### src/rtl/escp_pkg.sv
`timescale 1ns / 1ps
// ----------------------------------------------------------------------------
// escp_pkg: shared types and token codes
// Request and result payloads, token kinds and the decoded command record
// that travels from the front decoder to the token sequencer.
// ----------------------------------------------------------------------------
package escp_pkg;

    localparam int BYTE_W  = 8;
    localparam int KIND_W  = 4;
    localparam int VALUE_W = 14;
    localparam int TOKENS  = 3;
    localparam int COUNT_W = 2;

    // token kinds
    localparam logic [KIND_W-1:0] KIND_CHAR       = 4'd0;
    localparam logic [KIND_W-1:0] KIND_TAB        = 4'd1;
    localparam logic [KIND_W-1:0] KIND_SPACE      = 4'd2;
    localparam logic [KIND_W-1:0] KIND_ENTITY     = 4'd3;
    localparam logic [KIND_W-1:0] KIND_PARA       = 4'd4;
    localparam logic [KIND_W-1:0] KIND_CLOSE_PARA = 4'd5;
    localparam logic [KIND_W-1:0] KIND_OPEN_T1    = 4'd6;
    localparam logic [KIND_W-1:0] KIND_OPEN_T2    = 4'd7;
    localparam logic [KIND_W-1:0] KIND_CLOSE_SPAN = 4'd8;
    localparam logic [KIND_W-1:0] KIND_STYLE_HEAD = 4'd9;
    localparam logic [KIND_W-1:0] KIND_STOP       = 4'd10;
    localparam logic [KIND_W-1:0] KIND_STYLE_TAIL = 4'd11;
    localparam logic [KIND_W-1:0] KIND_PARA_SW    = 4'd12;

    typedef struct packed {
        logic [BYTE_W-1:0] byte_in;
        logic              last;
    } item_t;

    typedef struct packed {
        logic [KIND_W-1:0]  kind;
        logic [VALUE_W-1:0] value;
        logic               last_result;
    } result_t;

    typedef struct packed {
        logic [KIND_W-1:0]  kind;
        logic [VALUE_W-1:0] value;
    } token_t;

    // one decoded request: 1 to 3 tokens, slot 0 goes out first
    typedef struct packed {
        logic [COUNT_W-1:0]     count;
        token_t [TOKENS-1:0]    tok;
    } cmd_t;

endpackage

### src/rtl/escp_front.sv
`timescale 1ns / 1ps
// ----------------------------------------------------------------------------
// escp_front: stream decoder
// Tracks the parser state and turns each accepted byte into a command of up
// to three tokens.
// ----------------------------------------------------------------------------
module escp_front
(
    input  logic            clk,
    input  logic            rst_n,
    input  logic            take,
    input  escp_pkg::item_t item,
    output logic            cmd_push,
    output escp_pkg::cmd_t  cmd
);
    import escp_pkg::*;

    localparam logic [1:0] MODE_NORMAL = 2'd0;
    localparam logic [1:0] MODE_ESC    = 2'd1;
    localparam logic [1:0] MODE_ARG    = 2'd2;
    localparam logic [1:0] MODE_TABS   = 2'd3;

    localparam logic [BYTE_W-1:0] CODE_ESC = 8'd27;
    localparam logic [BYTE_W-1:0] CODE_TABDEF = 8'd68;

    logic [1:0]        mode_reg, mode_next;
    logic              dbl_reg, dbl_next;
    logic              cond_reg, cond_next;
    logic [7:0]        style_reg, style_next;
    logic              lwz_reg, lwz_next;
    logic [2:0]        zr_reg, zr_next;
    logic              halted_reg, halted_next;

    logic [BYTE_W-1:0]  b;
    logic [COUNT_W-1:0] n;
    logic               do_track;
    logic [7:0]         sc_inc;
    logic [VALUE_W-1:0] sc1, sc2, sc_inc1, tab_pos;

    function automatic token_t mk_tok(input logic [KIND_W-1:0] k,
                                      input logic [VALUE_W-1:0] v);
        token_t t;
        t.kind  = k;
        t.value = v;
        return t;
    endfunction

    // last UTF-8 byte of a box-drawing character
    function automatic logic [VALUE_W-1:0] box_third(input logic [BYTE_W-1:0] c);
        logic [VALUE_W-1:0] r;
        case (c)
            8'd218:  r = 14'd140;
            8'd196:  r = 14'd128;
            8'd191:  r = 14'd144;
            8'd179:  r = 14'd130;
            8'd192:  r = 14'd148;
            8'd217:  r = 14'd152;
            default: r = 14'd0;
        endcase
        return r;
    endfunction

    assign b       = item.byte_in;
    assign sc1     = {6'd0, style_reg} + 14'd1;
    assign sc2     = {6'd0, style_reg} + 14'd2;
    assign sc_inc  = (style_reg == 8'hFF) ? style_reg : style_reg + 8'd1;
    assign sc_inc1 = {6'd0, sc_inc} + 14'd1;
    assign tab_pos = {6'd0, b} * 14'd54;

    always_comb
    begin
        mode_next   = mode_reg;
        dbl_next    = dbl_reg;
        cond_next   = cond_reg;
        style_next  = style_reg;
        lwz_next    = lwz_reg;
        zr_next     = zr_reg;
        halted_next = halted_reg;
        cmd         = '0;
        n           = 2'd0;
        do_track    = 1'b0;

        if (!halted_reg)
        begin
            case (mode_reg)
                MODE_NORMAL:
                begin
                    if (b == CODE_ESC)
                    begin
                        mode_next = MODE_ESC;
                    end
                    else
                    begin
                        do_track = 1'b1;
                        case (b)
                            8'd9:
                            begin
                                cmd.tok[0] = mk_tok(KIND_TAB, 14'd0);
                                n = 2'd1;
                            end
                            8'd10:
                            begin
                                cmd.tok[0] = mk_tok(dbl_reg ? KIND_CLOSE_PARA : KIND_PARA, sc1);
                                dbl_next = 1'b0;
                                n = 2'd1;
                            end
                            8'd14:
                            begin
                                cmd.tok[0] = mk_tok(KIND_OPEN_T1, 14'd0);
                                dbl_next = 1'b1;
                                n = 2'd1;
                            end
                            8'd15:
                            begin
                                cmd.tok[0] = mk_tok(KIND_OPEN_T2, 14'd0);
                                cond_next = 1'b1;
                                n = 2'd1;
                            end
                            8'd18:
                            begin
                                if (cond_reg)
                                begin
                                    cmd.tok[0] = mk_tok(KIND_CLOSE_SPAN, 14'd0);
                                    cond_next = 1'b0;
                                    n = 2'd1;
                                end
                            end
                            8'd20:
                            begin
                                cmd.tok[0] = mk_tok(KIND_CLOSE_SPAN, 14'd0);
                                dbl_next = 1'b0;
                                n = 2'd1;
                            end
                            8'd39:
                            begin
                                cmd.tok[0] = mk_tok(KIND_ENTITY, 14'd0);
                                n = 2'd1;
                            end
                            8'd34:
                            begin
                                cmd.tok[0] = mk_tok(KIND_ENTITY, 14'd1);
                                n = 2'd1;
                            end
                            8'd60:
                            begin
                                cmd.tok[0] = mk_tok(KIND_ENTITY, 14'd2);
                                n = 2'd1;
                            end
                            8'd62:
                            begin
                                cmd.tok[0] = mk_tok(KIND_ENTITY, 14'd3);
                                n = 2'd1;
                            end
                            8'd218, 8'd196, 8'd191, 8'd179, 8'd192, 8'd217:
                            begin
                                cmd.tok[0] = mk_tok(KIND_CHAR, 14'd226);
                                cmd.tok[1] = mk_tok(KIND_CHAR, 14'd148);
                                cmd.tok[2] = mk_tok(KIND_CHAR, box_third(b));
                                n = 2'd3;
                            end
                            8'd248:
                            begin
                                cmd.tok[0] = mk_tok(KIND_CHAR, 14'd194);
                                cmd.tok[1] = mk_tok(KIND_CHAR, 14'd176);
                                n = 2'd2;
                            end
                            8'd130:
                            begin
                                cmd.tok[0] = mk_tok(KIND_CHAR, 14'd195);
                                cmd.tok[1] = mk_tok(KIND_CHAR, 14'd169);
                                n = 2'd2;
                            end
                            default:
                            begin
                                if (b == 8'd32)
                                begin
                                    cmd.tok[0] = mk_tok(KIND_SPACE, 14'd0);
                                    n = 2'd1;
                                end
                                else if (b > 8'd32 && b <= 8'd125)
                                begin
                                    cmd.tok[0] = mk_tok(KIND_CHAR, {6'd0, b});
                                    n = 2'd1;
                                end
                            end
                        endcase
                    end
                end
                MODE_ESC:
                begin
                    mode_next = MODE_NORMAL;
                    if (b == 8'd14)
                    begin
                        cmd.tok[0] = mk_tok(KIND_OPEN_T1, 14'd0);
                        dbl_next = 1'b1;
                        n = 2'd1;
                        do_track = 1'b1;
                    end
                    else if (b == 8'd15)
                    begin
                        cmd.tok[0] = mk_tok(KIND_OPEN_T2, 14'd0);
                        cond_next = 1'b1;
                        n = 2'd1;
                        do_track = 1'b1;
                    end
                    else if (b == 8'd45 || b == 8'd85 || b == 8'd87 || b == 8'd83)
                    begin
                        mode_next = MODE_ARG;
                    end
                    else if (b == CODE_TABDEF)
                    begin
                        cmd.tok[0] = mk_tok(KIND_STYLE_HEAD, sc2);
                        n = 2'd1;
                        mode_next = MODE_TABS;
                    end
                    else
                    begin
                        do_track = 1'b1;
                    end
                end
                MODE_ARG:
                begin
                    mode_next = MODE_NORMAL;
                    do_track  = 1'b1;
                end
                default:
                begin
                    if (b != 8'd0)
                    begin
                        cmd.tok[0] = mk_tok(KIND_STOP, tab_pos);
                        n = 2'd1;
                    end
                    else
                    begin
                        cmd.tok[0] = mk_tok(KIND_STYLE_TAIL, 14'd0);
                        cmd.tok[1] = mk_tok(KIND_PARA_SW, sc_inc1);
                        n = 2'd2;
                        style_next = sc_inc;
                        mode_next = MODE_NORMAL;
                        do_track = 1'b1;
                    end
                end
            endcase
        end

        // zero-run tracking, five zero items in a row stop the job
        if (do_track)
        begin
            if (b == 8'd0)
            begin
                if (lwz_reg && zr_reg != 3'd7)
                begin
                    zr_next = zr_reg + 3'd1;
                end
                lwz_next = 1'b1;
                if (zr_next >= 3'd4)
                begin
                    halted_next = 1'b1;
                end
            end
            else
            begin
                lwz_next = 1'b0;
                zr_next  = 3'd0;
            end
        end

        if (item.last)
        begin
            mode_next   = MODE_NORMAL;
            dbl_next    = 1'b0;
            cond_next   = 1'b0;
            style_next  = 8'd0;
            lwz_next    = 1'b0;
            zr_next     = 3'd0;
            halted_next = 1'b0;
        end

        cmd.count = n;
    end

    assign cmd_push = take && (n != 2'd0);

    always_ff @(posedge clk or negedge rst_n)
    begin
        if (!rst_n)
        begin
            mode_reg   <= MODE_NORMAL;
            dbl_reg    <= 1'b0;
            cond_reg   <= 1'b0;
            style_reg  <= 8'd0;
            lwz_reg    <= 1'b0;
            zr_reg     <= 3'd0;
            halted_reg <= 1'b0;
        end
        else if (take)
        begin
            mode_reg   <= mode_next;
            dbl_reg    <= dbl_next;
            cond_reg   <= cond_next;
            style_reg  <= style_next;
            lwz_reg    <= lwz_next;
            zr_reg     <= zr_next;
            halted_reg <= halted_next;
        end
    end

endmodule

### src/rtl/escp_cmd_fifo.sv
`timescale 1ns / 1ps
// ----------------------------------------------------------------------------
// escp_cmd_fifo: two-entry command queue
// Decouples the decoder from the token sequencer.
// ----------------------------------------------------------------------------
module escp_cmd_fifo
(
    input  logic           clk,
    input  logic           rst_n,
    input  logic           wr,
    input  escp_pkg::cmd_t wr_data,
    input  logic           rd,
    output escp_pkg::cmd_t rd_data,
    output logic           not_empty,
    output logic           full
);
    import escp_pkg::*;

    cmd_t       mem [2];
    logic       wr_ptr_reg;
    logic       rd_ptr_reg;
    logic [1:0] count_reg, count_next;

    assign rd_data   = mem[rd_ptr_reg];
    assign not_empty = (count_reg != 2'd0);
    assign full      = (count_reg == 2'd2);

    always_comb
    begin
        count_next = count_reg;
        if (wr && !rd)
        begin
            count_next = count_reg + 2'd1;
        end
        else if (rd && !wr)
        begin
            count_next = count_reg - 2'd1;
        end
    end

    always_ff @(posedge clk)
    begin
        if (wr)
        begin
            mem[wr_ptr_reg] <= wr_data;
        end
    end

    always_ff @(posedge clk or negedge rst_n)
    begin
        if (!rst_n)
        begin
            wr_ptr_reg <= 1'b0;
            rd_ptr_reg <= 1'b0;
            count_reg  <= 2'd0;
        end
        else
        begin
            if (wr)
            begin
                wr_ptr_reg <= ~wr_ptr_reg;
            end
            if (rd)
            begin
                rd_ptr_reg <= ~rd_ptr_reg;
            end
            count_reg <= count_next;
        end
    end

endmodule

### src/rtl/escp_back.sv
`timescale 1ns / 1ps
// ----------------------------------------------------------------------------
// escp_back: token sequencer
// Plays out the tokens of each queued command into the result register,
// one per cycle while that register is empty or being popped.
// ----------------------------------------------------------------------------
module escp_back
(
    input  logic              clk,
    input  logic              rst_n,
    input  logic              q_valid,
    input  escp_pkg::cmd_t    q_cmd,
    output logic              q_pop,
    input  logic              pop,
    output logic              empty,
    output escp_pkg::result_t result
);
    import escp_pkg::*;

    logic [COUNT_W-1:0] idx_reg, idx_next;
    logic               out_valid_reg, out_valid_next;
    result_t            out_reg, out_next;
    logic               slot_free;
    logic               is_last;

    assign slot_free = !out_valid_reg || pop;
    assign is_last   = (idx_reg == q_cmd.count - 2'd1);
    assign q_pop     = q_valid && slot_free && is_last;

    always_comb
    begin
        idx_next       = idx_reg;
        out_valid_next = out_valid_reg;
        out_next       = out_reg;
        if (q_valid && slot_free)
        begin
            out_next.kind        = q_cmd.tok[idx_reg].kind;
            out_next.value       = q_cmd.tok[idx_reg].value;
            out_next.last_result = is_last;
            out_valid_next       = 1'b1;
            idx_next             = is_last ? 2'd0 : idx_reg + 2'd1;
        end
        else if (pop)
        begin
            out_valid_next = 1'b0;
        end
    end

    always_ff @(posedge clk or negedge rst_n)
    begin
        if (!rst_n)
        begin
            idx_reg       <= 2'd0;
            out_valid_reg <= 1'b0;
        end
        else
        begin
            idx_reg       <= idx_next;
            out_valid_reg <= out_valid_next;
        end
    end

    always_ff @(posedge clk)
    begin
        out_reg <= out_next;
    end

    assign empty  = !out_valid_reg;
    assign result = out_reg;

endmodule

### src/rtl/escp_stream_to_layout_tokens_unit.sv
`timescale 1ns / 1ps
// ----------------------------------------------------------------------------
// escp_stream_to_layout_tokens_unit: ESC/P byte stream to layout tokens
// Top level: decoder, command queue and token sequencer.
// ----------------------------------------------------------------------------
// Push one printer byte per request. The unit answers with zero to three
// layout tokens, oldest first, on the result port. A byte is taken when
// push is high and the command queue has room, and the next one may follow
// at once. On an idle path the first token of a byte passes through the
// command queue and then the result register before it shows on the result
// port. Tokens leave one per cycle through the single result register while
// the result side pops. A byte holds the sequencer until all of its tokens
// have gone into the result register. Bytes with no tokens never enter the
// queue. The command queue between decoder and sequencer holds two decoded
// bytes. Full rises when the result side stalls. It also rises when
// bytes with two or three tokens come back to back faster than the
// sequencer can play them out: two three-token bytes in a row fill the
// queue, and the next byte waits until the first of them has played out.
// last_result marks the final token that a byte produced. When last is set
// on a byte, the parser returns to its reset state once that byte is
// decoded. There is no clearing pass after reset: the unit takes requests
// as soon as reset is released.
// ----------------------------------------------------------------------------
module escp_stream_to_layout_tokens_unit
(
    input  logic              clk,
    input  logic              rst_n,
    input  logic              push,
    output logic              full,
    input  escp_pkg::item_t   item,
    output logic              empty,
    input  logic              pop,
    output escp_pkg::result_t result
);
    import escp_pkg::*;

    logic take;
    logic cmd_push;
    cmd_t front_cmd;
    cmd_t head_cmd;
    logic q_valid;
    logic q_pop;
    logic q_full;

    // a request is taken whenever the command queue has room
    assign full = q_full;
    assign take = push && !q_full;

    // front: parser state and byte classification
    escp_front u_front
    (
        .clk      (clk),
        .rst_n    (rst_n),
        .take     (take),
        .item     (item),
        .cmd_push (cmd_push),
        .cmd      (front_cmd)
    );

    // queue of decoded commands, only bytes that yield tokens enter it
    escp_cmd_fifo u_fifo
    (
        .clk       (clk),
        .rst_n     (rst_n),
        .wr        (cmd_push),
        .wr_data   (front_cmd),
        .rd        (q_pop),
        .rd_data   (head_cmd),
        .not_empty (q_valid),
        .full      (q_full)
    );

    // back: one token per cycle into the result register while it is free
    escp_back u_back
    (
        .clk     (clk),
        .rst_n   (rst_n),
        .q_valid (q_valid),
        .q_cmd   (head_cmd),
        .q_pop   (q_pop),
        .pop     (pop),
        .empty   (empty),
        .result  (result)
    );

endmodule

### config.mk
export PLATFORM = sky130hd
export DESIGN_NAME = escp_stream_to_layout_tokens_unit
export DESIGN_NICKNAME = d
export VERILOG_FILES = /design/src/rtl/escp_pkg.sv /design/src/rtl/escp_front.sv /design/src/rtl/escp_cmd_fifo.sv /design/src/rtl/escp_back.sv /design/src/rtl/escp_stream_to_layout_tokens_unit.sv
export SDC_FILE = /design/constraint.sdc
export NUM_CORES = 1
export LEC_CHECK = 0
export BUFFER_PORTS_ARGS = -buffer_cell sky130_fd_sc_hd__buf_2
export CAP_MARGIN = 20
export CORE_UTILIZATION = 30
export DETAILED_ROUTE_END_ITERATION = 10
export GPL_TIMING_DRIVEN = 0
export SETUP_SLACK_MARGIN = 0.5
export SLEW_MARGIN = 10
export SYNTH_ARGS = -nofsm -noshare
export SYNTH_HDL_FRONTEND = slang
export SYNTH_SLANG_ARGS = --single-unit
export TNS_END_PERCENT = 30
### constraint.sdc
create_clock -name clk -period 11.3 [get_ports clk]
set_input_delay 2.26 -clock clk [delete_from_list [all_inputs] [get_ports clk]]
set_output_delay 2.26 -clock clk [all_outputs]
set_load 0.01 [all_outputs]
* Yosys cells after proc, flatten, opt, wreduce, memory -nomap -nowiden
Memories as Yosys holds them, arrays and structs flattened.
Cells that the tools add are included.
** Operators by class
- Muxes and demuxes :: 88
- Bitwise logic cells :: 2
- Add/subtract/negate cells :: 9
- Reduce and logical (&&, ||, !) cells :: 39
- Div/mod/pow operators :: 0
- Order comparisons :: 4
- Equality and inequality tests :: 42
- Shift operators :: 0
- $mul :: 1
** Operators by type and width (count)
- $pmux 18 s13 :: 1
- $mux 18 :: 9
- $mux 54 :: 2
- $eq 8x8->1 const B :: 9
- $pmux 18 s3 :: 1
- $eq 8x6->1 const B :: 6
- $mux 8 :: 6
- $pmux 8 s6 :: 1
- $bmux 18 s2 :: 1
- $mux 2 :: 18
- $pmux 18 s2 :: 1
- $eq 8x4->1 const B :: 4
- $eq 8x7->1 const B :: 4
- $mux 1 :: 31
- $eq 8x5->1 const B :: 3
- $pmux 8 s3 :: 1
- $add 8x1->9 const B :: 2
- $mux 3 :: 6
- $mux 15 :: 1
- $mux 14 :: 1
- $reduce_bool 2->1 :: 7
- $mul 8x5->13 const B :: 1
- $pmux 2 s3 :: 2
- $reduce_and 4->1 :: 3
- other kinds (36) :: 64
** Word-level totals
- Register bits after elaboration :: 43
- Memories kept :: 1
- Output and inout port bits :: 21
- Input bits :: 13
- Bits in writable memories :: 112
- ROM bits :: 0
- Bits in latches :: 0
- Logic and storage cells :: 201
** Memories
- u_fifo.mem :: words 2, bits a word 56, read ports 1, clocked after Yosys merged registers in 0, wr ports 1, line escp_cmd_fifo.sv:19 : cmd_t mem [2];

* Logic depth before layout (Yosys ltp)
- Depth after elaboration :: 15
- Mapped depth :: 14
- Mapped depth without buffers :: 13

* Modules after synthesis
Synthesis repeated with hierarchy kept, for this count alone.
** Second synthesis, totals
- Cell total of the unflattened synthesis :: 776
- Area total of the unflattened synthesis :: 9140.0 um2
** Modules (own cells, without submodules)
- escp_cmd_fifo :: cells an instance 190, area each 4350.4 um2, seq. area each 3463.3 um2, instances 1
- escp_front :: cells an instance 482, area each 3614.7 um2, seq. area each 425.4 um2, instances 1
- escp_back :: cells an instance 103, area each 1161.1 um2, seq. area each 645.6 um2, instances 1
- escp_stream_to_layout_tokens_unit :: cells an instance 1, area each 13.8 um2, seq. area each 0.0 um2, instances 1

* Worst setup path before layout
Ideal clock, no wire load.
- Path kind :: input to register
- From :: input port item[7] in the netlist's numbering
- To :: memory u_fifo.mem[0][0] in the netlist's numbering (enable)
- Stages :: 8
- Slack :: 4376 ps
- Setup time :: 492 ps
- Path buffers :: 2
- Arrival time :: 6432 ps
- Data required time :: 10808 ps
- Cell sequence :: inv_1 > ha_1 > buf_4 > buf_4 > nand4_1 > or3_1 > o211a_1 > a311oi_1
** Between the ends
- Word-level cells in the longest chain between the ends :: 13
- Elaborated cells on any way between the ends :: 50
- Classes of those cells :: 2 x order compare; 25 x eq/ne; 13 x mux; 10 x reduce/logical
** RTL lines
- start, declared :: line escp_stream_to_layout_tokens_unit.sv:30 : input escp_pkg::item_t item,
- parallel branches: the longest is 7 deep, another holds $gt 8x6->1
- $pmux 2 s3 * :: line escp_front.sv:85 : case (mode_reg)
- $mux 2 * :: line escp_front.sv:83 : if (!halted_reg)
- $reduce_bool 2->1 * :: line escp_front.sv:282 : assign cmd_push = take && (n != 2'd0);
- $logic_and 1x1->1 * :: line escp_front.sv:282
- $mux 1 * :: line escp_cmd_fifo.sv:43 : if (wr)
- $mux 1 (not written as such) * :: line escp_cmd_fifo.sv:45 : mem[wr_ptr_reg] <= wr_data;
- end, declared :: line escp_cmd_fifo.sv:19
Every way passes the cells marked *.

==> results.md <==
Route:
- The starting DRC count in detailed routing is 494.
- The detailed-route wire length is 17600 um.
- After detailed routing, the average wire length per cell comes to 17.1 um.
- The first detailed-routing pass took 5 iterations.
- The DRC violations left is 0.
- The mean number of vias per cell is 5.17.
- The total vias in the final route is 5305.
- The number of nets still failing antenna checks after routing is 0.

Flow run:
- Across the run, the number of max-cap violations was 0.

Run status:
- The flow ran to the end, and the final reports show no timing, DRC or antenna violations.

Logic synthesis:
- Sorting the synthesized cells by area gives the leading types as edfxtp_1, dfrtp_1, ha_1.
- The unique cell type count in the Yosys netlist is 75.
- The area fraction of the dominant cell type after synthesis is 37.9%.
- The dominant combinational cell family by area after synthesis is compound AO/OA/AOI/OAI gates.
- Counting instances in the post-synthesis netlist gives the leading cell types as edfxtp_1, nor2_1, ha_1.
- After synthesis, the mean cell area works out to 10.9 sq um.
- The xor/xnor share of the synthesized area is 3.23%.
- Of the total synthesized cell area, the portion taken by AND, OR, NAND and NOR gates is 14.3%.
- The synthesized netlist devotes 14.5% of its cell area to compound gates.
- The total number of yosys warnings is 0.
- Multiplexer cells account for 6.32% of the synthesized area.
- Summed over all instances, the cell type with the most area after synthesis is edfxtp_1.
- The number of nets in the synthesized netlist is 715.
- The share of the Yosys chip area taken by registers is 46.4%.
- Of all flip-flops after synthesis, the portion carrying an async set or reset was 21.2%.
- In the synthesized netlist the dominant register cell turns out to be edfxtp_1.
- Of the total synthesized cell area, the portion taken by full adders, half adders and majority gates is 10.8%.
- After synthesis the cells add up to 0.00705 sq mm.
- The count of flip-flops with a built-in enable after synthesis is 89.
- The cell with the most instances after synthesis is edfxtp_1.
- Counting flops and latches in the post-synthesis netlist gives 113.
- The count of mapped cells out of synthesis is 646.

STA:
- Subtracting the final worst setup slack from the clock period gives 5310 ps.
- On the final layout, the worst clock skew is 13.7 ps.
- The number of pins with negative max-slew slack in the final report came to 0.
- After routing, the total negative slack on setup checks comes to 0 ps.
- The portion of the clock cycle consumed by the worst path in the final layout is 47.0%.
- The maximum operating frequency is 188 MHz.
- At the pin with the least slew margin, the transition time is 808 ps.
- Setup violations remaining at the end of the flow were counted as 0.
- The number of endpoints with negative hold slack in the final report is 0.
- The worst pin sits at a relative slew slack of 46.1%.
- Setup repair after global routing left no endpoint under its margin.

Placement:
- The HPWL after detailed placement is 13200 um.
- In this run the cell area measured after placement is 0.00769 sq mm.
- The number of buffers inserted by port buffering is 33.
- The routability congestion estimate is 0.915.
- The total placed cells including tap cells is 996.

Global route:
- The first global-routing pass estimated 27900 um of wire.
- The via count of the first global-routing pass is 5123.
- Global routing finished with a remaining overflow of 0.
- The initial antenna violation count is 0.
- Entering global routing, the biggest net connects 25 pins.
- Global routing used 15.3% of the available tracks across all layers.

Power:
- The worst-case IR drop observed on VDD is 0.0000960 V.
- The static leakage is 3.33 nW.
- Power spread over the standard cell area amounts to 192 mW/mm^2.

Worst hold path:
- The worst hold path was traced through 2 stages.
- In this run the most critical hold path is launched from u_front.lwz_reg$_DFFE_PN0P_.
- The path with the worst hold slack has its endpoint at u_front.lwz_reg$_DFFE_PN0P_.
- The path class of the tightest hold or removal check is reg -> reg.

Clock tree:
- The number of buffers added for setup after CTS is 0.
- Clock latency on the worst-skew pair, taken at its later pin, is 420 ps.
- The number of clock sinks is 113.
- The count of cells resized by post-cts repair is 0.
- The clock edge transition at the registers on the reported setup and hold paths is 60 ps.
- Counting along the longest clock path gives a buffer depth of 2.
- The H-tree generated during clock tree synthesis spans 4 levels.
- The CTS tree is done.
- The buffer type at the clock tree root is clkbuf_16.
- The number of buffers added by the clock tree synthesis step is 17.
- The number of buffers inserted for hold repair after clock tree synthesis is 0.

Floorplan:
- The floorplan die width is 155 um.
- The site row count is 55.
- The die is 155 um tall.
- The effective utilization at floorplan is 30.9%.
- 34 I/O pins were placed.
- The die covers 0.0241 sq mm.
- The core region area is 0.0228 sq mm.

Finish:
- The number of flip-flops in the largest register is 70.
- The number of nets in the final layout is 771.
- The synthesis-to-finish area growth is 16.8%.
- The finished layout holds 1027 standard cells, fillers aside.
- The antenna diode instance count is 0.
- The post-route netlist has 15.3% of its cells at a drive strength greater than 1.
- The final non-filler cell area is 0.00824 sq mm.

Critical path:
- At the worst endpoint, the arrival time is 5530 ps.
- Measured in cells, the most critical reg-to-reg path has a length of 9.
- In this run the critical register-to-register path is captured at u_fifo.mem[1][26]$_DFFE_PP_.
- The type of the worst setup path is in -> reg.
- STA classifies the critical path endpoint as a register.
- In this run the worst path has a maximum fanout of 7.
- The required time of the critical path is 11520 ps.
- The setup check on the worst reg-to-reg path leaves a slack of 8400 ps.
- The launch point of the worst reg-to-reg path is u_front.style_reg[1]$_DFFE_PN0P_.
- The worst setup path is launched from a primary input.
## worst max path at each step
stage | from | to | cells past startpoint
3_3_place_gp | item[6] | u_fifo.mem[1][13]$_DFFE_PP_ | 8
6_report | item[1] | u_fifo.mem[1][11]$_DFFE_PP_ | 12
5_1_grt | item[1] | u_fifo.mem[1][11]$_DFFE_PP_ | 12
3_5_place_dp | item[1] | u_fifo.mem[1][11]$_DFFE_PP_ | 12
2_1_floorplan | item[7] | u_fifo.mem[0][0]$_DFFE_PP_ | 8
4_1_cts | item[1] | u_fifo.mem[1][11]$_DFFE_PP_ | 12
## layout by cell type (no fill, tap or decap), types with 6 or more instances in the layout
cell type / instances
o211ai_1: 6
fa_1: 8
mux2i_1: 22
inv_1: 37
nand4_1: 22
o21ai_0: 33
buf_2: 46
nor2b_1: 9
o22ai_1: 10
clkbuf_1: 19
nand2b_1: 6
xnor2_1: 11
a21oi_1: 24
ha_1: 48
nand2_1: 42
edfxtp_1: 89
dfrtp_1: 24
or2_2: 7
mux4_2: 9
clkbuf_16: 17
xor2_1: 15
nand3_1: 17
nor2_1: 54
## layer usage
layer,vias to the layer above,routed length (um),global-route usage (%)
met4,0,380,6.16
met5,-,0,0
li1,2543,-,-
met1,2574,7810,19.7
met3,26,997,3.43
met2,162,8370,25.0
## power by group
group | total, W | switching (W) | internal, W
Clock | 0.000499 | 0.000181 | 0.000318
Sequential | 0.000581 | 0.0000293 | 0.000551
Combinational | 0.000504 | 0.000298 | 0.000206
Total | 0.00158 | 0.000508 | 0.00107
## worst max-delay path: stages
cell,delay (ps)
buf_2,170
inv_1,100
ha_1,340
ha_1,310
fa_1,460
ha_1,340
nor2b_1,140
o21ai_0,210
a21boi_0,230
o311ai_1,530
a21oi_1,130
nor3b_1,290
## cell families after synthesis
kind of cell / Yosys count
AO/OA/AOI/OAI: 148
flip-flops: 113
AND/OR/NAND/NOR: 196
multiplexers: 33
adder cells (fa/ha/maj): 56
XOR/XNOR: 26
buffers and inverters: 74
## through the flow
step	total power [W]	util [%]	hold WS, ps	setup slack [ps]
after floorplan	0.000943	-	439	4380
after global placement	0.00109	33.3	458	2160
after detailed placement	0.00110	33.6	470	5630
after CTS	0.00160	36.1	481	6040
after global routing	0.00168	36.1	508	5720
final	0.00158	36.1	481	5990
## layout make-up
class / count / area (sq um)
clock buffers: 18 / 429
inverters: 37 / 139
clock inverters: 13 / 121
plain buffers: 37 / 170
well taps: 313 / 392
fillers: 2289 / 14600
repair buffers: 37 / 210
flip-flops and latches: 113 / 3270
multi-input cells: 459 / 3500
(Power assumes the default switching activity.)
